### config.mk
export PLATFORM = sky130hd
export DESIGN_NAME = hamming_checked_frame_receiver_core
export DESIGN_NICKNAME = d
export VERILOG_FILES = /design/src/rtl/hcfr_pkg.sv /design/src/rtl/hcfr_ram.sv /design/src/rtl/hcfr_classify.sv /design/src/rtl/hamming_checked_frame_receiver_core.sv
export VERILOG_INCLUDE_DIRS = /design/src /design/src/rtl
export SDC_FILE = /design/constraint.sdc
export NUM_CORES = 1
export LEC_CHECK = 0
export BUFFER_PORTS_ARGS = -buffer_cell sky130_fd_sc_hd__buf_4
export CORE_MARGIN = 3
export CORE_UTILIZATION = 48
export CTS_CLUSTER_SIZE = 16
export DETAILED_ROUTE_END_ITERATION = 6
export PLACE_DENSITY_LB_ADDON = 0.3
export SLEW_MARGIN = 5
export SYNTH_ARGS = -nofsm -noshare
export SYNTH_HDL_FRONTEND = slang
export SYNTH_SLANG_ARGS = --single-unit
### constraint.sdc
create_clock -name clock -period 4.3 [get_ports clock]
set_input_delay 0.645 -clock clock [delete_from_list [all_inputs] [get_ports clock]]
set_output_delay 0.645 -clock clock [all_outputs]
set_load 0.05 [all_outputs]
### src/rtl/hamming_checked_frame_receiver_core_assert.svh
// -----------------------------------------------------------------------------
// Frame receiver assertion macros
// Short forms for the checks at the end of the receiver top level.
// -----------------------------------------------------------------------------
`ifndef HAMMING_CHECKED_FRAME_RECEIVER_CORE_ASSERT_SVH
`define HAMMING_CHECKED_FRAME_RECEIVER_CORE_ASSERT_SVH

// Condition in this cycle implies consequence in the same cycle.
`define HCFR_ASSERT_SAME(lbl, clk, rst, ante, cons, msg) \
   lbl: assert property (@(posedge clk) disable iff (rst) (ante) |-> (cons)) \
      else $error(msg);

// Condition in this cycle implies consequence in the next cycle.
`define HCFR_ASSERT_NEXT(lbl, clk, rst, ante, cons, msg) \
   lbl: assert property (@(posedge clk) disable iff (rst) (ante) |=> (cons)) \
      else $error(msg);

`endif

### src/rtl/hcfr_pkg.sv
// -----------------------------------------------------------------------------
// Frame receiver package
// Sizes, marker codes, result codes and the Hamming encoder.
// -----------------------------------------------------------------------------
`default_nettype none

package hcfr_pkg;

   localparam int STACK_DEPTH      = 32;
   localparam int REASSEMBLY_DEPTH = 64;

   localparam int ID_W     = 6;
   localparam int BYTE_W   = 8;
   localparam int CHECK_W  = 12;
   localparam int STATUS_W = 4;

   localparam int STACK_AW = $clog2(STACK_DEPTH);
   localparam int STACK_CW = $clog2(STACK_DEPTH + 1);
   localparam int ASM_AW   = $clog2(REASSEMBLY_DEPTH);
   localparam int ASM_CW   = $clog2(REASSEMBLY_DEPTH + 1);

   localparam logic [CHECK_W-1:0] MARK_START = CHECK_W'(60);
   localparam logic [CHECK_W-1:0] MARK_END   = CHECK_W'(195);
   localparam logic [CHECK_W-1:0] MARK_ACK   = CHECK_W'(127);

   typedef enum logic [STATUS_W-1:0] {
      ST_STARTED  = 4'd0,
      ST_ACCEPTED = 4'd1,
      ST_FULL     = 4'd2,
      ST_DUP      = 4'd3,
      ST_ACKMIS   = 4'd4,
      ST_CHECK    = 4'd5,
      ST_STORED   = 4'd6,
      ST_DROPPED  = 4'd7,
      ST_IDLE     = 4'd8,
      ST_BYTE     = 4'd9,
      ST_EMPTY    = 4'd10
   } status_type;

   // Decoded view of one incoming frame word.
   typedef struct packed {
      logic is_start;
      logic is_end;
      logic is_ack_shape;
      logic code_ok;
   } frame_kind_type;

   // Parity at bits 0,1,3,7; data bits at 2,4,5,6,8,9,10,11.
   function automatic logic [CHECK_W-1:0] hamming_code(input logic [BYTE_W-1:0] b);
      logic p1;
      logic p2;
      logic p4;
      logic p8;
      p1 = b[0] ^ b[1] ^ b[3] ^ b[4] ^ b[6];
      p2 = b[0] ^ b[2] ^ b[3] ^ b[5] ^ b[6];
      p4 = b[1] ^ b[2] ^ b[3] ^ b[7];
      p8 = b[4] ^ b[5] ^ b[6] ^ b[7];
      return {b[7], b[6], b[5], b[4], p8, b[3], b[2], b[1], p4, b[0], p2, p1};
   endfunction

endpackage

`default_nettype wire

### src/rtl/hcfr_ram.sv
// -----------------------------------------------------------------------------
// Generic single-port-write RAM
// One write port, one read port, read data registered.
// -----------------------------------------------------------------------------
`default_nettype none

module hcfr_ram #(
   parameter int WIDTH = 8,
   parameter int DEPTH = 32
) (
   input  wire logic                     clock,
   input  wire logic                     wr_en,
   input  wire logic [$clog2(DEPTH)-1:0] wr_addr,
   input  wire logic [WIDTH-1:0]         wr_data,
   input  wire logic [$clog2(DEPTH)-1:0] rd_addr,
   output logic      [WIDTH-1:0]         rd_data
);

   logic [WIDTH-1:0] mem_ff [DEPTH];
   logic [WIDTH-1:0] rd_data_ff;

   always_ff @(posedge clock) begin
      if (wr_en) begin
         mem_ff[wr_addr] <= wr_data;
      end
      rd_data_ff <= mem_ff[rd_addr];
   end

   assign rd_data = rd_data_ff;

endmodule

`default_nettype wire

### src/rtl/hcfr_classify.sv
// -----------------------------------------------------------------------------
// Frame classifier
// Decode markers and the ack shape, and check the Hamming code word.
// -----------------------------------------------------------------------------
`default_nettype none

module hcfr_classify (
   input  wire logic [hcfr_pkg::ID_W-1:0]    frame_id,
   input  wire logic [hcfr_pkg::BYTE_W-1:0]  frame_byte,
   input  wire logic [hcfr_pkg::CHECK_W-1:0] frame_check,
   output hcfr_pkg::frame_kind_type          kind
);

   import hcfr_pkg::*;

   logic id_zero;
   logic marker_shape;

   assign id_zero      = (frame_id == '0);
   assign marker_shape = id_zero && (frame_byte == '0);

   assign kind.is_start     = marker_shape && (frame_check == MARK_START);
   assign kind.is_end       = marker_shape && (frame_check == MARK_END);
   assign kind.is_ack_shape = id_zero && (frame_check == MARK_ACK);
   assign kind.code_ok      = (hamming_code(frame_byte) == frame_check);

endmodule

`default_nettype wire

### src/rtl/hamming_checked_frame_receiver_core.sv
// -----------------------------------------------------------------------------
// Hamming-checked frame receiver core
// Checks incoming frames, holds accepted ones on a LIFO stack, pops them on
// drain ticks into an in-order reassembly buffer and delivers it on request.
// -----------------------------------------------------------------------------
//
//   channel   ports                               handshake
//   -------   ---------------------------------   ------------------------------
//   request   req_op, req_frame_id/_byte/_check   taken when start && !busy
//   response  rsp_status, rsp_ack_id,             one cycle per word, marked by
//             rsp_out_byte, rsp_last              rsp_valid, never held off
//
// Start markers, end markers on an empty buffer, full-stack rejects and ticks
// on an empty stack answer the cycle after the word is taken. A data frame
// first runs the duplicate-id scan (one stack-memory read per cycle). A tick
// answers from POP with the registered stack read. An end marker streams one
// byte word per cycle out of the reassembly memory behind a registered read.
// Reset is synchronous; it clears counts and the sequencer, not the memories.
// The receiver cannot stall, so every word on the response port is final.
// -----------------------------------------------------------------------------
`default_nettype none

`include "hamming_checked_frame_receiver_core_assert.svh"

module hamming_checked_frame_receiver_core (
   input  wire logic                          clock,
   input  wire logic                          reset,
   input  wire logic                          start,
   output logic                               busy,
   input  wire logic                          req_op,
   input  wire logic [hcfr_pkg::ID_W-1:0]     req_frame_id,
   input  wire logic [hcfr_pkg::BYTE_W-1:0]   req_frame_byte,
   input  wire logic [hcfr_pkg::CHECK_W-1:0]  req_frame_check,
   output logic                               rsp_valid,
   output logic      [hcfr_pkg::STATUS_W-1:0] rsp_status,
   output logic      [hcfr_pkg::ID_W-1:0]     rsp_ack_id,
   output logic      [hcfr_pkg::BYTE_W-1:0]   rsp_out_byte,
   output logic                               rsp_last
);

   import hcfr_pkg::*;

   // IDLE: wait for a word. SCAN: walk held ids one per cycle.
   // POP: stack read data arrives. DRAIN: stream the reassembly buffer.
   typedef enum logic [1:0] {
      S_IDLE,
      S_SCAN,
      S_POP,
      S_DRAIN
   } state_type;

   // Sequencer and counters
   state_type             state_ff,         state_in;
   logic [STACK_CW-1:0]   held_count_ff,    held_count_in;
   logic [STACK_AW-1:0]   scan_idx_ff,      scan_idx_in;
   logic [ID_W-1:0]       first_index_ff,   first_index_in;
   logic [ID_W-1:0]       last_index_ff,    last_index_in;
   logic [ASM_CW-1:0]     asm_count_ff,     asm_count_in;

   // Captured request word (payload, no reset)
   logic [ID_W-1:0]       frame_id_ff;
   logic [BYTE_W-1:0]     frame_byte_ff;
   logic [CHECK_W-1:0]    frame_check_ff;

   // Registered response word
   logic                  rsp_valid_ff,     rsp_valid_in;
   status_type            rsp_status_ff,    rsp_status_in;
   logic [ID_W-1:0]       rsp_ack_id_ff,    rsp_ack_id_in;
   logic [BYTE_W-1:0]     rsp_out_byte_ff,  rsp_out_byte_in;
   logic                  rsp_last_ff,      rsp_last_in;

   // Frame under check: live request in IDLE, captured copy afterwards
   logic [ID_W-1:0]       cur_id;
   logic [BYTE_W-1:0]     cur_byte;
   logic [CHECK_W-1:0]    cur_check;
   frame_kind_type        cur_kind;
   status_type            frame_verdict;

   logic                  accept;

   // Stack memory: {id, byte} per held frame
   logic                     stk_wr_en;
   logic [STACK_AW-1:0]      stk_wr_addr;
   logic [ID_W+BYTE_W-1:0]   stk_wr_data;
   logic [STACK_AW-1:0]      stk_rd_addr;
   logic [ID_W+BYTE_W-1:0]   stk_rd_data;
   logic [ID_W-1:0]          pop_id;
   logic [BYTE_W-1:0]        pop_byte;

   // Reassembly memory, indexed by frame id
   logic                     asm_wr_en;
   logic [ASM_AW-1:0]        asm_wr_addr;
   logic [BYTE_W-1:0]        asm_wr_data;
   logic [ASM_AW-1:0]        asm_rd_addr;
   logic [BYTE_W-1:0]        asm_rd_data;

   logic [STACK_CW-1:0]      held_dec;
   logic [STACK_CW-1:0]      scan_pos;
   logic [ID_W-1:0]          first_next;
   logic                     pop_in_range;
   logic                     pop_follows;

   assign accept = start && !busy;
   assign busy   = (state_ff != S_IDLE);

   assign cur_id    = (state_ff == S_IDLE) ? req_frame_id    : frame_id_ff;
   assign cur_byte  = (state_ff == S_IDLE) ? req_frame_byte  : frame_byte_ff;
   assign cur_check = (state_ff == S_IDLE) ? req_frame_check : frame_check_ff;

   hcfr_classify u_classify (
      .frame_id    (cur_id),
      .frame_byte  (cur_byte),
      .frame_check (cur_check),
      .kind        (cur_kind)
   );

   // Checks after the duplicate scan, in priority order.
   assign frame_verdict = cur_kind.is_ack_shape ? ST_ACKMIS :
                          !cur_kind.code_ok     ? ST_CHECK  : ST_ACCEPTED;

   hcfr_ram #(
      .WIDTH (ID_W + BYTE_W),
      .DEPTH (STACK_DEPTH)
   ) u_stack_ram (
      .clock   (clock),
      .wr_en   (stk_wr_en),
      .wr_addr (stk_wr_addr),
      .wr_data (stk_wr_data),
      .rd_addr (stk_rd_addr),
      .rd_data (stk_rd_data)
   );

   hcfr_ram #(
      .WIDTH (BYTE_W),
      .DEPTH (REASSEMBLY_DEPTH)
   ) u_asm_ram (
      .clock   (clock),
      .wr_en   (asm_wr_en),
      .wr_addr (asm_wr_addr),
      .wr_data (asm_wr_data),
      .rd_addr (asm_rd_addr),
      .rd_data (asm_rd_data)
   );

   assign pop_id   = stk_rd_data[ID_W+BYTE_W-1:BYTE_W];
   assign pop_byte = stk_rd_data[BYTE_W-1:0];

   assign held_dec   = held_count_ff - STACK_CW'(1);
   assign scan_pos   = STACK_CW'(scan_idx_ff) + STACK_CW'(1);
   assign first_next = first_index_ff + ID_W'(1);

   // Store only ids inside the buffer that start a run or extend it by one.
   assign pop_in_range = ((ID_W+1)'(pop_id) < (ID_W+1)'(REASSEMBLY_DEPTH));
   assign pop_follows  = ((ID_W+1)'(pop_id) == ((ID_W+1)'(last_index_ff) + (ID_W+1)'(1)));

   assign stk_wr_addr = held_count_ff[STACK_AW-1:0];
   assign stk_wr_data = {cur_id, cur_byte};
   assign asm_wr_addr = pop_id[ASM_AW-1:0];
   assign asm_wr_data = pop_byte;

   always_comb begin
      state_in        = state_ff;
      held_count_in   = held_count_ff;
      scan_idx_in     = scan_idx_ff;
      first_index_in  = first_index_ff;
      last_index_in   = last_index_ff;
      asm_count_in    = asm_count_ff;
      rsp_valid_in    = 1'b0;
      rsp_status_in   = ST_IDLE;
      rsp_ack_id_in   = '0;
      rsp_out_byte_in = '0;
      rsp_last_in     = 1'b1;
      stk_wr_en       = 1'b0;
      stk_rd_addr     = '0;
      asm_wr_en       = 1'b0;
      asm_rd_addr     = first_index_ff[ASM_AW-1:0];

      case (state_ff)
         S_IDLE: begin
            if (accept) begin
               if (req_op) begin
                  // Tick: pop the top frame, or report idle on an empty stack.
                  if (held_count_ff == '0) begin
                     rsp_valid_in  = 1'b1;
                     rsp_status_in = ST_IDLE;
                  end else begin
                     held_count_in = held_dec;
                     stk_rd_addr   = held_dec[STACK_AW-1:0];
                     state_in      = S_POP;
                  end
               end else if (cur_kind.is_start) begin
                  held_count_in  = '0;
                  first_index_in = '0;
                  last_index_in  = '0;
                  asm_count_in   = '0;
                  rsp_valid_in   = 1'b1;
                  rsp_status_in  = ST_STARTED;
               end else if (cur_kind.is_end) begin
                  if (asm_count_ff == '0) begin
                     rsp_valid_in  = 1'b1;
                     rsp_status_in = ST_EMPTY;
                  end else begin
                     // Read of the oldest byte is already under way.
                     state_in = S_DRAIN;
                  end
               end else if (held_count_ff >= STACK_CW'(STACK_DEPTH)) begin
                  rsp_valid_in  = 1'b1;
                  rsp_status_in = ST_FULL;
               end else if (held_count_ff == '0) begin
                  // Nothing to scan: decide now.
                  rsp_valid_in  = 1'b1;
                  rsp_status_in = frame_verdict;
                  if (frame_verdict == ST_ACCEPTED) begin
                     stk_wr_en     = 1'b1;
                     held_count_in = held_count_ff + STACK_CW'(1);
                  end
               end else begin
                  scan_idx_in = '0;
                  stk_rd_addr = '0;
                  state_in    = S_SCAN;
               end
            end
         end

         S_SCAN: begin
            if (pop_id == frame_id_ff) begin
               rsp_valid_in  = 1'b1;
               rsp_status_in = ST_DUP;
               state_in      = S_IDLE;
            end else if (scan_pos == held_count_ff) begin
               rsp_valid_in  = 1'b1;
               rsp_status_in = frame_verdict;
               state_in      = S_IDLE;
               if (frame_verdict == ST_ACCEPTED) begin
                  stk_wr_en     = 1'b1;
                  held_count_in = held_count_ff + STACK_CW'(1);
               end
            end else begin
               // Advance to the next held entry.
               scan_idx_in = scan_idx_ff + STACK_AW'(1);
               stk_rd_addr = scan_idx_ff + STACK_AW'(1);
            end
         end

         S_POP: begin
            rsp_valid_in = 1'b1;
            state_in     = S_IDLE;
            if (pop_id == '0) begin
               rsp_status_in = ST_IDLE;
            end else if (pop_in_range && ((asm_count_ff == '0) || pop_follows)) begin
               asm_wr_en     = 1'b1;
               last_index_in = pop_id;
               asm_count_in  = asm_count_ff + ASM_CW'(1);
               if (asm_count_ff == '0) begin
                  first_index_in = pop_id;
               end
               rsp_status_in = ST_STORED;
               rsp_ack_id_in = pop_id;
            end else begin
               rsp_status_in = ST_DROPPED;
               rsp_ack_id_in = pop_id;
            end
         end

         S_DRAIN: begin
            // Emit one byte per cycle and keep the next read one step ahead.
            rsp_valid_in    = 1'b1;
            rsp_status_in   = ST_BYTE;
            rsp_out_byte_in = asm_rd_data;
            rsp_last_in     = (asm_count_ff == ASM_CW'(1));
            first_index_in  = first_next;
            asm_count_in    = asm_count_ff - ASM_CW'(1);
            asm_rd_addr     = first_next[ASM_AW-1:0];
            if (asm_count_ff == ASM_CW'(1)) begin
               state_in = S_IDLE;
            end
         end

         default: begin
            state_in = S_IDLE;
         end
      endcase
   end

   always_ff @(posedge clock) begin
      if (reset) begin
         state_ff       <= S_IDLE;
         held_count_ff  <= '0;
         scan_idx_ff    <= '0;
         first_index_ff <= '0;
         last_index_ff  <= '0;
         asm_count_ff   <= '0;
         rsp_valid_ff   <= 1'b0;
      end else begin
         state_ff       <= state_in;
         held_count_ff  <= held_count_in;
         scan_idx_ff    <= scan_idx_in;
         first_index_ff <= first_index_in;
         last_index_ff  <= last_index_in;
         asm_count_ff   <= asm_count_in;
         rsp_valid_ff   <= rsp_valid_in;
      end
      rsp_status_ff   <= rsp_status_in;
      rsp_ack_id_ff   <= rsp_ack_id_in;
      rsp_out_byte_ff <= rsp_out_byte_in;
      rsp_last_ff     <= rsp_last_in;
      if (accept) begin
         frame_id_ff    <= req_frame_id;
         frame_byte_ff  <= req_frame_byte;
         frame_check_ff <= req_frame_check;
      end
   end

   assign rsp_valid    = rsp_valid_ff;
   assign rsp_status   = rsp_status_ff;
   assign rsp_ack_id   = rsp_ack_id_ff;
   assign rsp_out_byte = rsp_out_byte_ff;
   assign rsp_last     = rsp_last_ff;

   // Hold the stack count within the memory depth.
   `HCFR_ASSERT_SAME(a_held_bound, clock, reset, 1'b1,
      held_count_ff <= STACK_CW'(STACK_DEPTH), "held count beyond stack depth")

   // Drain only while bytes remain, and every drain cycle emits a word.
   `HCFR_ASSERT_SAME(a_drain_nonempty, clock, reset, state_ff == S_DRAIN,
      asm_count_ff != '0, "drain with empty reassembly")
   `HCFR_ASSERT_NEXT(a_drain_emits, clock, reset, state_ff == S_DRAIN,
      rsp_valid, "drain cycle without a response word")

   // The last word of an item shows exactly when the receiver is free again.
   `HCFR_ASSERT_SAME(a_last_frees, clock, reset, rsp_valid,
      rsp_last == !busy, "last flag out of step with busy")

endmodule

`default_nettype wire

==> metrics.txt <==
Reg2Reg Capture Point=u_stack_ram.rd_data[12]; EDFF count, synth=986; Max clock buf depth=3; post-synthesis register bit count=1,060; Die H=304.2 um; Vias per Instance=6.059; Hold EP=frame_id_ff[3]; worst endpoint required time=4.85 ns; Arr. time, crit path=4.70 ns; row count=108; status=complete, no violations; final antenna-violating net count=0; antenna cells=0; largest net degree at the start of global routing=79; via count=24,949; Largest delay share family, worst path=compound AO/OA/AOI/OAI gates; Fmax achieved=240.8 MHz; Worst R2R Setup Slack=0.15 ns; setup violators final=0; Sink Count=1,060; reg2reg path depth=12; CTS buffer count=109; Final Max Tran Viols=0; io pins=51; Reg-to-Reg Start=scan_idx_ff[0]; # nets final=2,911; H-tree depth=3; number of synthesis warnings=0; Syn Area/Cell=16.11 um^2; Hold WC Path Type=in -> reg; Reg area=0.03110 mm^2; initial antenna violation count=1; leak pwr=16.30 nW; vias in the first global route=24,528; DR DRC count=0; final period utilization=0.9659; Multi-input gate area=0.01094 mm^2; chip width=304.2 um; Final min period=4.153 ns; Min-Delay Path Depth=1; Final Hold Fails=0; WP buf/inv=2; Initial Utilization=0.4883; layout cells sized above 1=0.2079; hold slack=0.1634 ns; CORE AREA=0.08743 mm^2; cell chosen for the clock root=clkbuf_16; crit path cell chain=ha_1 -> nand3_1 -> xnor2_1 -> o31ai_1 -> o21a_1 -> o31ai_4 -> buf_4 -> buf_4 -> nand2_1 -> a32oi_1 -> a31oi_1 -> nor4_1; Starting DRT DRC Count=3,047; GRT Residual Overflow=0; clock slew at reported path FFs=0.06 ns; Cells after Synth=2,650; Synth Cell Area=0.04269 mm^2; min-delay src=req_frame_id[3]; setup TNS=0 ns; max incr delay on CP=0.66 ns; post-synthesis async set-or-reset flop share=0; Crit path depth=12; Layout Skew=0.02668 ns; Max VDD drop=0.5097 mV; cell area power density=621.4 mW/mm^2; max cap viols=0; Fillers=6,633; Post-synth top flop=edfxtp_1; Routed wire per std cell=26.13 um; endpoint class of the critical path=flop; final WL=107,600 um; Port Buffer Count=50; clock latency on the worst-skew pair=0.68 ns; hpwl dp=68,620 um; critical path's most frequent cell=buf_4; max-slew headroom at the worst pin=0.2637; Area growth, synth to finish=14.95%; CP startpoint kind=flop; RSZ-0062 raised after global routing=no; register area share after synthesis=0.7282; Distinct cells, synth=89; gr usage total=0.2293; Worst Path Max Fanout=22; Max stage delay cell, worst path=o31ai_4; Die Area=0.09256 mm^2; 1st-pass router iterations=6; Crit Path Class=reg -> reg; slew at the pin closest to its max-slew limit=1.100 ns; CTS tree=built; global-route wire length before repair=159,800 um; Final GP Congestion=0.9121
-- placed cells by master, fill, tap and decap left out, types with 13 or more instances in the layout --
master	n
edfxtp_1	986
nand2_1	406
buf_4	228
mux4_2	168
nor2_1	147
nand3_1	116
clkbuf_16	111
a21oi_1	89
dfxtp_1	65
mux2i_1	46
clkbuf_1	37
xnor2_1	35
o21ai_0	29
a31oi_1	28
nor3_1	26
a22o_1	26
clkinv_1	25
a32oi_1	24
nand4_1	22
inv_1	19
buf_12	18
nor4_1	17
and3_1	16
a211oi_1	16
a32o_1	16
and2_1	13
-- cells by family after synthesis --
kind of cell | share of synthesized area
AO/OA/AOI/OAI | 0.05179
XOR/XNOR | 0.01111
other | 0.00008784
multiplexers | 0.09991
flip-flops | 0.7282
AND/OR/NAND/NOR | 0.08619
buffers and inverters | 0.01896
adder cells (fa/ha/maj) | 0.003751
-- synthesized netlist by cell type, drive strengths merged (11+ instances only) --
| cell type | count | share of area |
|---|---|---|
| o21ai | 31 | 0.0036 |
| edfxtp | 986 | 0.69 |
| a22o | 26 | 0.0053 |
| xor2 | 12 | 0.0025 |
| and2 | 15 | 0.0023 |
| nand4 | 22 | 0.0032 |
| nor4 | 17 | 0.0025 |
| mux4 | 168 | 0.089 |
| a22oi | 11 | 0.0019 |
| a31oi | 29 | 0.0042 |
| nand3 | 116 | 0.014 |
| clkbuf | 70 | 0.0066 |
| inv | 25 | 0.0022 |
| nor3 | 29 | 0.0034 |
| buf | 73 | 0.0091 |
| ha | 12 | 0.0035 |
| mux2i | 47 | 0.011 |
| a32oi | 28 | 0.0057 |
| dfxtp | 74 | 0.035 |
| a211oi | 18 | 0.0038 |
| nand2 | 407 | 0.036 |
| xnor2 | 36 | 0.0076 |
| nor2 | 151 | 0.013 |
| and3 | 17 | 0.0025 |
| a21oi | 90 | 0.011 |
| o21a | 11 | 0.0019 |
| a32o | 16 | 0.0038 |
-- where the power goes --
group	internal (mW)	switching, mW	total (mW)
clock	5.13	3.86	8.99
combinational	2.59	5.61	8.20
sequential	12.9	0.394	13.3
total	20.6	9.86	30.5
-- metal layers --
layer / track usage / share of wire
met3: 0.04830 / 0.091
met1: 0.3291 / 0.41
met4: 0.06696 / 0.028
met2: 0.3575 / 0.47
met5: 0 / 0
-- metrics by stage --
stage                     utilization  cells  setup WS (ns)  cell area [um^2]  total power [mW]
after floorplan                     -   2657         0.1940             42720             18.16
after global placement         0.5217   3913        0.03163             45620             21.40
final                          0.5613   4118         0.1466             49080             30.50
after CTS                      0.5609   4118         0.2018             49040             30.54
after detailed placement       0.5218   3913         0.2287             45620             21.59
after global routing           0.5613   4118        0.02929             49080             31.61
-- cell type report --
type	instances	area share
sequential	1060	0.6338
multi-input combinational	1427	0.2230
clock buffer	155	0.06139
timing repair buffer	246	0.04222
tap	1155	0.02945
clock inverter	50	0.008260
inverter	25	0.001912
-- worst max-delay path by stage --
stage,startpoint,end,slack [ns]
3_3_place_gp,scan_idx_ff[0],u_stack_ram.rd_data[2],0.03
6_report,scan_idx_ff[0],u_stack_ram.rd_data[12],0.15
2_1_floorplan,req_frame_byte[0],u_stack_ram.mem_ff[28][0],0.19
5_1_grt,scan_idx_ff[0],u_stack_ram.rd_data[12],0.03
3_5_place_dp,scan_idx_ff[0],u_stack_ram.rd_data[12],0.23
4_1_cts,scan_idx_ff[0],u_stack_ram.rd_data[12],0.20
-- state kept, by name (all words and copies together) (netlist names), 2 cells and up --
| register | count |
|---|---|
| last_index_ff | 6 |
| u_asm_ram.rd_data | 8 |
| scan_idx_ff | 5 |
| first_index_ff | 6 |
| held_count_ff | 6 |
| u_stack_ram.rd_data | 14 |
| u_stack_ram.mem_ff | 448 |
| rsp_status | 4 |
| asm_count_ff | 7 |
| state_ff | 2 |
| frame_id_ff | 6 |
| rsp_ack_id | 6 |
| rsp_out_byte | 8 |
| u_asm_ram.mem_ff | 512 |
| frame_check_ff | 12 |
| frame_byte_ff | 8 |
-- timing repair --
action	in CTS	in global routing
endpoints found under the setup margin	0	11
setup buffers	0	0
hold buffers	0	0
hold endpoints to repair	0	0
gates resized for setup	0	6
Power figures use the tool's default switching activity.
